$ cat config.mk
export PLATFORM = sky130hd
export DESIGN_NAME = dl_harq_process_tracker
export DESIGN_NICKNAME = d
export VERILOG_FILES = /design/src/rtl/dlharq_pkg.sv /design/src/rtl/dlharq_front.sv /design/src/rtl/dlharq_back.sv /design/src/rtl/dl_harq_process_tracker.sv
export SDC_FILE = /design/constraint.sdc
export NUM_CORES = 2
export LEC_CHECK = 0
export BUFFER_PORTS_ARGS = -buffer_cell sky130_fd_sc_hd__buf_2
export CORE_UTILIZATION = 40
export CTS_BUF_LIST = sky130_fd_sc_hd__clkbuf_4 sky130_fd_sc_hd__clkbuf_8
export CTS_CLUSTER_SIZE = 24
export DETAILED_ROUTE_END_ITERATION = 8
export PLACE_DENSITY_LB_ADDON = 0.2
export SLEW_MARGIN = 30
export SYNTH_ARGS = -nofsm -noshare
export SYNTH_HDL_FRONTEND = slang
export SYNTH_SLANG_ARGS = --single-unit
$ cat constraint.sdc
create_clock -name aclk -period 35.5 [get_ports aclk]
set_input_delay 5.325 -clock aclk [delete_from_list [all_inputs] [get_ports aclk]]
set_output_delay 5.325 -clock aclk [all_outputs]
set_load 0.02 [all_outputs]
$ cat src/rtl/dlharq_pkg.sv
// shared types, constants and helpers for the downlink harq tracker
`timescale 1ns / 1ps
package dlharq_pkg;

    localparam int NUM_PROCESSES   = 8;
    localparam int NUM_BLOCKS      = 2;
    localparam int DUPLICATE_LIMIT = 2;
    localparam int NUM_ENTRIES     = (NUM_PROCESSES + 1) * NUM_BLOCKS;
    localparam int ENTRY_W         = $clog2(NUM_ENTRIES);
    localparam int PROC_W          = (NUM_PROCESSES > 1) ? $clog2(NUM_PROCESSES) : 1;
    localparam int QUEUE_DEPTH     = 2;
    localparam logic [15:0] SI_RNTI = 16'hFFFF;

    localparam logic [1:0] OP_GRANT  = 2'd0;
    localparam logic [1:0] OP_DECODE = 2'd1;
    localparam logic [1:0] OP_RESET  = 2'd2;

    localparam logic [1:0] KIND_BCAST = 2'd0;
    localparam logic [1:0] KIND_TEMP  = 2'd1;
    localparam logic [1:0] KIND_SIDE  = 2'd2;
    localparam logic [1:0] KIND_NORM  = 2'd3;

    localparam logic [1:0] REG_SPS  = 2'd0;
    localparam logic [1:0] REG_TEMP = 2'd1;
    localparam logic [1:0] REG_SIW  = 2'd2;
    localparam logic [1:0] REG_SIDE = 2'd3;

    typedef struct packed {
        logic        ndi;
        logic        first;
        logic        ack;
        logic        pending;
        logic [3:0]  gap;
        logic [7:0]  retx;
        logic [13:0] tbs;
        logic [13:0] tti;
        logic [15:0] rnti;
    } entry_t;

    // classified item handed from front to back
    typedef struct packed {
        logic [1:0]         op;
        logic               err;
        logic               side;
        logic               bc;
        logic [ENTRY_W-1:0] idx;
        logic               clr_first;
        logic [ENTRY_W-1:0] clr_base;
        logic               absent;
        logic [13:0]        tbs;
        logic [1:0]         rv;
        logic               rv_zero;
        logic               ndi_valid;
        logic               ndi;
        logic [13:0]        tti;
        logic [3:0]         gap;
        logic [15:0]        rnti;
        logic               ok;
        logic               expired;
    } cmd_t;

    typedef struct packed {
        logic       error;
        logic       decode_enable;
        logic [1:0] rv_out;
        logic       ack_req;
        logic       new_transmission;
        logic       reset_soft_buffer;
        logic [7:0] retx_count;
        logic       deliver;
        logic [1:0] deliver_kind;
    } res_t;

    function automatic entry_t cleared_entry();
        entry_t e;
        e       = '0;
        e.first = 1'b1;
        return e;
    endfunction

endpackage

$ cat src/rtl/dlharq_front.sv
// front end: classifies items, derives broadcast rv and tracks temporary rnti
`timescale 1ns / 1ps
module dlharq_front import dlharq_pkg::*; (
    input  logic        aclk,
    input  logic        aresetn,
    input  logic        in_valid,
    output logic        in_ready,
    input  logic [1:0]  op,
    input  logic [15:0] rnti,
    input  logic [13:0] pid,
    input  logic        tb_index,
    input  logic [13:0] tbs,
    input  logic [2:0]  rv,
    input  logic        ndi_valid,
    input  logic        ndi,
    input  logic [13:0] sl_tti,
    input  logic [3:0]  sl_gap,
    input  logic        decoded_ok,
    input  logic        align_expired,
    input  logic [15:0] sps_id,
    input  logic [15:0] tmp_id,
    input  logic [13:0] si_win_start,
    input  logic [15:0] side_id,
    output logic        q_valid,
    input  logic        q_ready,
    output cmd_t        q_cmd
);

    cmd_t        q_reg [QUEUE_DEPTH];
    logic [1:0]  cnt_reg, cnt_next;
    logic        wp_reg, rp_reg;
    logic [15:0] last_temp_reg;
    cmd_t        c;
    logic        push, pop;
    logic [PROC_W-1:0] p;
    logic [13:0] pid_div10, rem10, pid_div20, diffv;
    logic [1:0]  k, brv;
    logic        upd_temp;

    assign in_ready = (cnt_reg != 2'(QUEUE_DEPTH));
    assign push     = in_valid && in_ready;
    assign q_valid  = (cnt_reg != 2'd0);
    assign pop      = q_valid && q_ready;
    assign q_cmd    = q_reg[rp_reg];

    // reciprocal multiply for /10 over the whole 14-bit pid, one fixup
    always_comb begin
        logic [27:0] m;
        m         = 28'(pid) * 28'd6554;
        pid_div10 = 14'(m >> 16);
        if (14'(pid_div10 * 14'd10) > pid) pid_div10 = pid_div10 - 14'd1;
        rem10     = pid - 14'(pid_div10 * 14'd10);
        pid_div20 = pid_div10 >> 1;
        diffv     = pid - si_win_start;
        if (!pid_div10[0] && rem10 == 14'd5) k = pid_div20[1:0];
        else k = diffv[1:0];
        case (k)
            2'd0:    brv = 2'd0;
            2'd1:    brv = 2'd2;
            2'd2:    brv = 2'd3;
            default: brv = 2'd1;
        endcase
    end

    always_comb begin
        c             = '0;
        upd_temp      = 1'b0;
        c.op          = op;
        c.tbs         = tbs;
        c.ndi_valid   = ndi_valid;
        c.ndi         = ndi;
        c.tti         = sl_tti;
        c.gap         = sl_gap;
        c.rnti        = rnti;
        c.ok          = decoded_ok;
        c.expired     = align_expired;
        c.absent      = (tbs == 14'd0);
        c.rv          = rv[1:0];
        c.rv_zero     = (rv == 3'd0);
        p             = PROC_W'(pid % NUM_PROCESSES);
        if (op == OP_GRANT || op == OP_DECODE) begin
            if (32'(tb_index) >= NUM_BLOCKS) begin
                c.err = 1'b1;
            end else if (op == OP_GRANT) begin
                if (rnti == side_id) begin
                    c.side = 1'b1;
                    c.idx  = ENTRY_W'(32'(p) * NUM_BLOCKS + 32'(tb_index));
                end else if (rnti == sps_id) begin
                    c.err = 1'b1;
                end else if (rnti != SI_RNTI && 32'(pid) >= NUM_PROCESSES) begin
                    c.err = 1'b1;
                end else begin
                    c.bc = (rnti == SI_RNTI);
                    if (c.bc) begin
                        c.clr_base = ENTRY_W'(NUM_PROCESSES * NUM_BLOCKS);
                        if (rv == 3'b111) begin
                            c.rv      = brv;
                            c.rv_zero = (brv == 2'd0);
                        end
                    end else begin
                        c.clr_base = ENTRY_W'(32'(pid) * NUM_BLOCKS);
                    end
                    c.idx = ENTRY_W'(32'(c.clr_base) + 32'(tb_index));
                    if (rnti == tmp_id && last_temp_reg != tmp_id) begin
                        c.clr_first = 1'b1;
                        upd_temp    = 1'b1;
                    end
                end
            end else begin
                c.bc = (rnti == SI_RNTI);
                if (!c.bc && 32'(pid) >= NUM_PROCESSES) c.err = 1'b1;
                else if (c.bc)
                    c.idx = ENTRY_W'(NUM_PROCESSES * NUM_BLOCKS + 32'(tb_index));
                else c.idx = ENTRY_W'(32'(pid) * NUM_BLOCKS + 32'(tb_index));
            end
        end
    end

    always_comb begin
        cnt_next = cnt_reg;
        if (push && !pop) cnt_next = cnt_reg + 2'd1;
        else if (!push && pop) cnt_next = cnt_reg - 2'd1;
    end

    always_ff @(posedge aclk) begin
        if (!aresetn) begin
            cnt_reg       <= '0;
            wp_reg        <= 1'b0;
            rp_reg        <= 1'b0;
            last_temp_reg <= '0;
        end else begin
            cnt_reg <= cnt_next;
            if (push) begin
                wp_reg <= ~wp_reg;
                if (upd_temp) last_temp_reg <= tmp_id;
            end
            if (pop) rp_reg <= ~rp_reg;
        end
    end

    always_ff @(posedge aclk) begin
        if (push) q_reg[wp_reg] <= c;
    end

endmodule

$ cat src/rtl/dlharq_back.sv
// back end: read-modify-write of the harq entry table and result register
`timescale 1ns / 1ps
module dlharq_back import dlharq_pkg::*; (
    input  logic        aclk,
    input  logic        aresetn,
    input  logic        q_valid,
    output logic        q_ready,
    input  cmd_t        q_cmd,
    input  logic [15:0] tmp_id,
    input  logic [15:0] side_id,
    output logic        res_valid,
    input  logic        res_ready,
    output res_t        res
);

    entry_t tab_reg [NUM_ENTRIES];
    res_t   res_reg;
    logic   res_v_reg;
    entry_t e, en;
    res_t   r;
    logic   newtx, rst_sb;

    assign q_ready   = !res_v_reg || res_ready;
    assign res_valid = res_v_reg;
    assign res       = res_reg;

    always_comb begin
        e = tab_reg[q_cmd.idx];
        if (q_cmd.clr_first) e.first = 1'b1;
        en     = e;
        r      = '0;
        newtx  = 1'b0;
        rst_sb = 1'b0;
        if (q_cmd.err) begin
            r.error = 1'b1;
        end else if (q_cmd.op == OP_GRANT && !q_cmd.absent) begin
            if (q_cmd.side) begin
                newtx = q_cmd.ndi_valid && q_cmd.ndi;
            end else if ((q_cmd.ndi_valid && q_cmd.ndi != e.ndi) ||
                         (q_cmd.bc && q_cmd.rv_zero) || e.first) begin
                en.first = 1'b0;
                newtx    = 1'b1;
            end
            if (newtx || e.tbs != q_cmd.tbs) rst_sb = 1'b1;
            if (!newtx && (15'(e.tti) + 15'(e.gap)) != 15'(q_cmd.tti)) rst_sb = 1'b1;
            if (rst_sb) begin
                en.ack  = 1'b0;
                en.retx = '0;
            end
            if (en.retx != 8'hFF) en.retx = en.retx + 8'd1;
            if (!en.ack) begin
                en.ndi     = q_cmd.ndi;
                en.tbs     = q_cmd.tbs;
                en.tti     = q_cmd.tti;
                en.gap     = q_cmd.gap;
                en.rnti    = q_cmd.rnti;
                en.pending = 1'b1;
                r.decode_enable = 1'b1;
                r.rv_out        = q_cmd.rv;
            end else if (32'(en.retx) > DUPLICATE_LIMIT) begin
                en = cleared_entry();
            end
            r.ack_req           = !q_cmd.bc && !q_cmd.expired;
            r.new_transmission  = newtx;
            r.reset_soft_buffer = rst_sb;
            r.retx_count        = en.retx;
        end else if (q_cmd.op == OP_DECODE) begin
            if (e.pending) begin
                en.ack = q_cmd.ok;
                if (q_cmd.ok) begin
                    r.deliver = 1'b1;
                    if (q_cmd.bc) r.deliver_kind = KIND_BCAST;
                    else if (e.rnti == tmp_id) r.deliver_kind = KIND_TEMP;
                    else if (e.rnti == side_id) r.deliver_kind = KIND_SIDE;
                    else r.deliver_kind = KIND_NORM;
                end
                en.pending = 1'b0;
            end
            r.retx_count = e.retx;
            if (en.ack && q_cmd.bc) en = cleared_entry();
        end
    end

    always_ff @(posedge aclk) begin
        if (!aresetn) begin
            res_v_reg <= 1'b0;
            for (int i = 0; i < NUM_ENTRIES; i++) tab_reg[i] <= cleared_entry();
        end else begin
            res_v_reg <= (q_valid && q_ready) || (res_v_reg && !res_ready);
            if (q_valid && q_ready) begin
                res_reg   <= r;
                if (q_cmd.op == OP_RESET) begin
                    for (int i = 0; i < NUM_ENTRIES; i++) tab_reg[i] <= cleared_entry();
                end else if (!q_cmd.err && (q_cmd.op == OP_GRANT || q_cmd.op == OP_DECODE)) begin
                    // other blocks of the process; the addressed block comes from en
                    if (q_cmd.clr_first) begin
                        for (int b = 0; b < NUM_BLOCKS; b++)
                            if (ENTRY_W'(32'(q_cmd.clr_base) + b) != q_cmd.idx)
                                tab_reg[ENTRY_W'(32'(q_cmd.clr_base) + b)].first <= 1'b1;
                    end
                    tab_reg[q_cmd.idx] <= en;
                end
            end
        end
    end

endmodule

$ cat src/rtl/dl_harq_process_tracker.sv
// top level of the downlink harq process tracker with apb register file
`timescale 1ns / 1ps
// an accepted word is queued in the front, then the back end registers its result word
// throughput: one word per cycle through the front queue, one table update per cycle in the back,
// unless m_tready stalls; one read-modify-write per word in the flip-flop table sets the rate
// reset: synchronous active-low aresetn clears registers, queue and table (first flags set)
module dl_harq_process_tracker import dlharq_pkg::*; (
    input  logic        aclk,
    input  logic        aresetn,
    input  logic        s_tvalid,
    output logic        s_tready,
    // op[1:0] rnti[17:2] pid[31:18] tb_index[32] tbs[46:33] rv[49:47]
    // ndi_valid[50] ndi[51] sl_tti[65:52] sl_gap[69:66] decoded_ok[70]
    // align_expired[71]
    input  logic [71:0] s_tdata,
    output logic        m_tvalid,
    input  logic        m_tready,
    // error[0] decode_enable[1] rv_out[3:2] ack_req[4] new_transmission[5]
    // reset_soft_buffer[6] retx_count[14:7] deliver[15] deliver_kind[17:16]
    output logic [23:0] m_tdata,
    input  logic        psel,
    input  logic        penable,
    input  logic        pwrite,
    input  logic [3:0]  paddr,
    input  logic [31:0] pwdata,
    output logic [31:0] prdata,
    output logic        pready
);

    logic [15:0] sps_reg, temp_reg, side_reg;
    logic [13:0] siw_reg;
    logic        q_valid, q_ready;
    cmd_t        q_cmd;
    res_t        r;

    assign pready = 1'b1;

    // register writes in the access phase
    always_ff @(posedge aclk) begin
        if (!aresetn) begin
            sps_reg  <= '0;
            temp_reg <= '0;
            siw_reg  <= '0;
            side_reg <= '0;
        end else if (psel && penable && pwrite) begin
            if (paddr[1:0] == 2'd0) begin
                case (paddr[3:2])
                    REG_SPS:  sps_reg  <= pwdata[15:0];
                    REG_TEMP: temp_reg <= pwdata[15:0];
                    REG_SIW:  siw_reg  <= pwdata[13:0];
                    REG_SIDE: side_reg <= pwdata[15:0];
                    default:  ;
                endcase
            end
        end
    end

    always_comb begin
        case (paddr[3:2])
            REG_SPS:  prdata = {16'd0, sps_reg};
            REG_TEMP: prdata = {16'd0, temp_reg};
            REG_SIW:  prdata = {18'd0, siw_reg};
            REG_SIDE: prdata = {16'd0, side_reg};
            default:  prdata = '0;
        endcase
    end

    // front: classify and queue
    dlharq_front u_front (
        .aclk            (aclk),
        .aresetn         (aresetn),
        .in_valid        (s_tvalid),
        .in_ready        (s_tready),
        .op              (s_tdata[1:0]),
        .rnti            (s_tdata[17:2]),
        .pid             (s_tdata[31:18]),
        .tb_index        (s_tdata[32]),
        .tbs             (s_tdata[46:33]),
        .rv              (s_tdata[49:47]),
        .ndi_valid       (s_tdata[50]),
        .ndi             (s_tdata[51]),
        .sl_tti          (s_tdata[65:52]),
        .sl_gap          (s_tdata[69:66]),
        .decoded_ok      (s_tdata[70]),
        .align_expired   (s_tdata[71]),
        .sps_id          (sps_reg),
        .tmp_id          (temp_reg),
        .si_win_start    (siw_reg),
        .side_id         (side_reg),
        .q_valid         (q_valid),
        .q_ready         (q_ready),
        .q_cmd           (q_cmd)
    );

    // back: table update and result register
    dlharq_back u_back (
        .aclk          (aclk),
        .aresetn       (aresetn),
        .q_valid       (q_valid),
        .q_ready       (q_ready),
        .q_cmd         (q_cmd),
        .tmp_id        (temp_reg),
        .side_id       (side_reg),
        .res_valid     (m_tvalid),
        .res_ready     (m_tready),
        .res           (r)
    );

    assign m_tdata = {6'd0, r.deliver_kind, r.deliver, r.retx_count, r.reset_soft_buffer,
                      r.new_transmission, r.ack_req, r.rv_out, r.decode_enable,
                      r.error};

endmodule

Word-level counts from Yosys, hierarchy flattened
Memories as Yosys holds them, arrays and structs flattened. A register that Yosys moved wholly into a read port is not among the register bits.
Cells that the tools add are included.
W data, S select, Z words.
{ "word_totals": {"ff_bits": 101, "ramBits": 1224, "inputBits": 115, "out_inout_bits": 59, "wordCells": 289, "memories": 2} }
{ "classes": {"addsub": 12, "n_mul": 3, "magnitude_cmp": 3, "n_eq_ne": 25, "mux": 140, "n_bitwise": 24, "reduce_logical": 61} }
{ "mem_list": {"columns": ["name", "words", "word_bits", "rd", "rd_clocked_by_memory_dff", "write_ports", "line", "rtl"], "rows": [
  ["u_back.tab_reg", 18, 60, 1, 0, 18, "dlharq_back.sv:16", "entry_t tab_reg [NUM_ENTRIES];"],
  ["u_front.q_reg", 2, 72, 1, 1, 1, "dlharq_front.sv:29", "cmd_t q_reg [QUEUE_DEPTH];"]
]} }
{ "ops": {"columns": ["cell", "count"], "rows": [
  ["$mux W60", 26],
  ["$reduce_or A60 Y1", 3],
  ["$pmux W32 S4", 1],
  ["$eq A16 B16 Y1", 5],
  ["$mux W5", 13],
  ["$mux W8", 8],
  ["$mux W1", 60],
  ["$mux W44", 1],
  ["$mux W3", 10],
  ["$mux W14", 2],
  ["$mul A14 B12 Y26 const B", 1],
  ["$mux W12", 2],
  ["$mux W2", 12],
  ["$logic_and A1 B1 Y1", 19],
  ["$mux W6", 3],
  ["$or A1 B1 Y1", 18],
  ["$eq A16 B16 Y1 const B", 1],
  ["$ne A16 B16 Y1", 1],
  ["$ne A16 B16 Y1 const B", 1],
  ["$add A14 B4 Y15", 1],
  ["$ne A15 B14 Y1", 1],
  ["$eq A14 B3 Y1 const B", 1],
  ["$ge A14 B4 Y1 const B", 1],
  ["$gt A14 B14 Y1", 1],
  ["37 further kinds", 76]
]} }

Depth between registers and ports, before layout
An unclocked memory read counts as a cell.
{ "logic_depth": {"ltp_word": 27, "ltp_mapped": 64, "ltp_nobuf": 64} }

Cells and area by module
Synthesis repeated with hierarchy kept, for this count alone.
{ "unflattened": {"cells_unflattened": 6645, "area_unflattened_um2": 96976.8} }
{ "by_module_without_submodules": {"columns": ["mod", "n_inst", "cells_each", "area_each_um2", "seq_area_each_um2"], "rows": [
  ["dlharq_back", 1, 5273, 81431.8, 57895.5],
  ["dlharq_front", 1, 1099, 12614.6, 4684.5],
  ["dl_harq_process_tracker", 1, 273, 2930.3, 1241.2]
]} }

Least setup slack after synthesis
No wires, ideal clock.
{ "synth_path": {"path_kind": "input port to flip-flop", "start": "in s_tdata[20]", "end": "mem u_front.q_reg[0][39] (netlist name), data pin", "setup_ns": 0.263, "arrival_ns": 16.552, "required_ns": 35.237, "slack_ns": 18.685, "cell_stages": 58, "path_buffers": 0, "path_cell_list": "inv_1 ha_1 xnor2_1 ha_1 fa_1 fa_1 inv_1 fa_1 inv_1 ha_1 nand3_1 nor2_1 a211oi_1 o21ai_0 a21o_1 o21a_1 or2_2 inv_1 (+22 left out) a21oi_1 o21ai_0 a21oi_1 nor2b_1 o21a_1 or3_1 nand2_1 ha_1 a21oi_1 nor2_1 nor4_1 o2111ai_1 a2111oi_0 o2111ai_1 nor2_1 mux2_2 ha_1 o31a_1"} }
{ "synth_rtl": {"columns": ["item", "line", "rtl"], "rows": [
  ["start: declaration", "dl_harq_process_tracker.sv:15", "input logic [71:0] s_tdata,"],
  ["end: declaration", "dlharq_front.sv:29", null]
]} }

==> results.sh <==
export IMPL_drc=0
export IMPL_yosysTopAreaCellShare_pct=61.1
export IMPL_dr_wl_met2_um=164000
export IMPL_synth_flop_cell="edfxtp_1"
export IMPL_finalSetupTns_ns=0
export IMPL_ys_top_cells_by_count="2048 x edfxtp_1, 574 x a21oi_1, 442 x a21oi_2, 382 x nand2_1, 356 x mux4_2"
export IMPL_io_buffers=134
export IMPL_syn_cell_area_mm2=0.101
export IMPL_cts_root_buf="clkbuf_8"
export IMPL_grt_setup_unrepaired="no"
export IMPL_cts_buffers=377
export IMPL_grt_pass1_vias=64900
export IMPL_dp_final_hpwl_um=198000
export IMPL_gp_congestion=0.844
export IMPL_avgSynthCellArea_um2=14.9
export IMPL_die_area_mm2=0.254
export IMPL_rr_worst_depth=30
export IMPL_cp_slowest_stage_delay_ns=0.58
export IMPL_reg2reg_to="u_back.tab_reg[27][22]"
export IMPL_clk_latency_ns=1.12
export IMPL_cp_end_kind="flop"
export IMPL_grt_max_degree=78
export IMPL_yosys_cell_count_top_type="edfxtp_1"
export IMPL_synth_edff_count=2048
export IMPL_num_nets_final=7232
export IMPL_clock_fmax_mhz=55.7
export IMPL_synth_xor_area_share_pct=1.68
export IMPL_synth_top_area_cell="edfxtp_1"
export IMPL_synth_area_leaders="edfxtp_1 61%, mux4_2 8.0%, a21oi_2 3.8%"
export IMPL_layout_cells_non_filler=10500
export IMPL_viasPerCell=6.18
export IMPL_pre_cts_ws_ns=16.44
export IMPL_path_buf_inv=5
export IMPL_skew_ns=0.131
export IMPL_ys_seq_area_share_pct=63.4
export IMPL_synth_fa_ha_area_share_pct=3.14
export IMPL_period_needed_ns=17.97
export IMPL_maxCapViolCount=0
export IMPL_drive_gt1_share_pct=26.3
export IMPL_critPathSlowestCell="a211oi_1"
export IMPL_syn_inst=6745
export IMPL_path_clk_slew_ns=0.06
export IMPL_cts_sinks=2164
export IMPL_p_leak_nw=37.6
export IMPL_wl_met1_um=138000
export IMPL_gr_total_overflow=0
export IMPL_hold_viol=0
export IMPL_synth_cell_types=105
export IMPL_drt_total_wl_um=351000
export IMPL_cts_resized=0
export IMPL_min_from="sps_reg[8]"
export IMPL_cp_top_family="compound AO/OA/AOI/OAI gates"
export IMPL_clock_path_buffers=4
export IMPL_row_count=183
export IMPL_max_slew_margin_pct=25.0
export IMPL_worst_pin_slew_ns=1.12
export IMPL_slew_violations=0
export IMPL_hold_depth=2
export IMPL_htree_levels=5
export IMPL_ctsHoldBuffers=0
export IMPL_peakVddDrop_mv=0.223
export IMPL_synth_top_family_by_area="compound AO/OA/AOI/OAI gates"
export IMPL_fin_crit_sh_pct=50.6
export IMPL_dp_cells=9842
export IMPL_synthArstFlopShare_pct=0
export IMPL_dr_pass1_iters=8
export IMPL_top_layer="met5"
export IMPL_fin_ws_ns=17.53
export IMPL_first_iter_violations=7993
export IMPL_synth_seq_cells=2164
export IMPL_cts_tree="built"
export IMPL_antenna_found_initial=9
export IMPL_required_ns=36.27
export IMPL_wl_per_cell_um=33.4
export IMPL_whs_ns=0.500
export IMPL_pin_count=174
export IMPL_route_met3_wl_um=33000
export IMPL_critical_path_class="input port to flop"
export IMPL_power_total_mw=10.2
export IMPL_die_y_um=504
export IMPL_cp_start_kind="input port"
export IMPL_crit_top_cell="ha_1"
export IMPL_power_density_mw_per_mm2=91.3
export IMPL_critPathMaxFanout=7
export IMPL_reg2reg_slack_ns=23.27
export IMPL_grt_usage_pct=27.1
export IMPL_synth_area_mux_share_pct=9.75
export IMPL_start_util_pct=40.4
export IMPL_ant_nets=0
export IMPL_arrival_ns=18.74
export IMPL_fp_dieW_um=504
export IMPL_ys_warn_count=0
export IMPL_hold_path_end="sps_reg[8]"
export IMPL_post_cts_setup_buffers=0
export IMPL_min_path_type="flop to flop"
export IMPL_core_area_mm2=0.249
export IMPL_finalSetupViolCount=0
export IMPL_grt_pass1_wl_um=490000
export IMPL_status="complete, no violations"
export IMPL_syn_to_final_growth_pct=10.9
export IMPL_synth_compound_area_share_pct=13.4
export IMPL_synth_simple_area_share_pct=5.07
export IMPL_vias=64900
export IMPL_largest_register_ffs=1920
[layout by cell type (no fill, tap or decap), types with 36 or more instances in the layout]
| master | n |
|---|---|
| inv_1 | 156 |
| nor4_1 | 42 |
| clkinv_1 | 91 |
| a21oi_2 | 442 |
| clkbuf_8 | 385 |
| o21a_1 | 158 |
| mux2i_1 | 135 |
| o21ai_0 | 82 |
| nor2_1 | 220 |
| a21boi_0 | 51 |
| mux4_2 | 356 |
| buf_4 | 168 |
| nand3_1 | 45 |
| a31oi_1 | 36 |
| nor2b_1 | 52 |
| buf_2 | 134 |
| edfxtp_1 | 2048 |
| nand4_1 | 61 |
| a21oi_1 | 574 |
| xnor2_1 | 90 |
| clkbuf_4 | 125 |
| ha_1 | 173 |
| mux2_2 | 36 |
| dfxtp_1 | 115 |
| fa_1 | 50 |
| nor3_1 | 63 |
| nand2_1 | 344 |
| xor2_1 | 100 |
| a2111oi_0 | 53 |
| a22oi_1 | 208 |
[cells by family (layout without fill, tap and decap cells)]
family                   Yosys count  in the layout
flip-flops                      2164           2164
AO/OA/AOI/OAI                   1855           1855
AND/OR/NAND/NOR                 1053           1053
buffers and inverters            726           1116
multiplexers                     531            531
adder cells (fa/ha/maj)          223            223
XOR/XNOR                         191            191
other                              2             36
[layer usage]
layer / track usage, % / up-vias
li1: - / 26600
met1: 35.8 / 33800
met2: 43.4 / 3682
met3: 5.43 / 832
met4: 11.7 / 4
met5: 0 / -
[power breakdown]
group / switching, mW / internal [mW]
clock network: 1.03 / 1.16
registers: 0.0681 / 3.26
logic: 2.99 / 1.70
[worst register-to-register path, delay by kind of cell (launching register included)]
family / cells / cell delay (ns)
AND/OR/NAND/NOR: 15 / 5.11
buffers and inverters: 5 / 3.44
AO/OA/AOI/OAI: 6 / 1.51
flip-flops: 1 / 0.61
XOR/XNOR: 2 / 0.62
adder cells (fa/ha/maj): 2 / 0.65
[cell type report]
type                       instances  area [um^2]
antenna                           13         32.5
clock buffer                     510         6240
clock inverter                   131          666
fill                           22200       138000
inverter                         158          594
multi-input combinational       3876        34000
sequential                      2164        63800
tap                             3330         4170
timing repair buffer             317         2200
[metrics by stage]
| stage | utilization [%] | area (um^2) |
|---|---|---|
| final | 44.8 | 112000 |
| after global routing | 44.8 | 112000 |
| after detailed placement | 42.0 | 105000 |
| after floorplan | - | 101000 |
| after global placement | 41.9 | 104000 |
| after CTS | 44.7 | 112000 |
[worst max-delay path by stage]
stage                 from  cells after the start              endpoint
2_1_floorplan  s_tdata[20]                     58  u_front.q_reg[0][39]
3_3_place_gp   s_tdata[20]                     59  u_front.q_reg[0][38]
3_5_place_dp   s_tdata[20]                     58  u_front.q_reg[0][38]
4_1_cts        s_tdata[20]                     58  u_front.q_reg[0][38]
5_1_grt        s_tdata[20]                     58  u_front.q_reg[1][39]
6_report       s_tdata[20]                     57  u_front.q_reg[1][39]
Note: power is estimated with default switching activity, not from simulation.
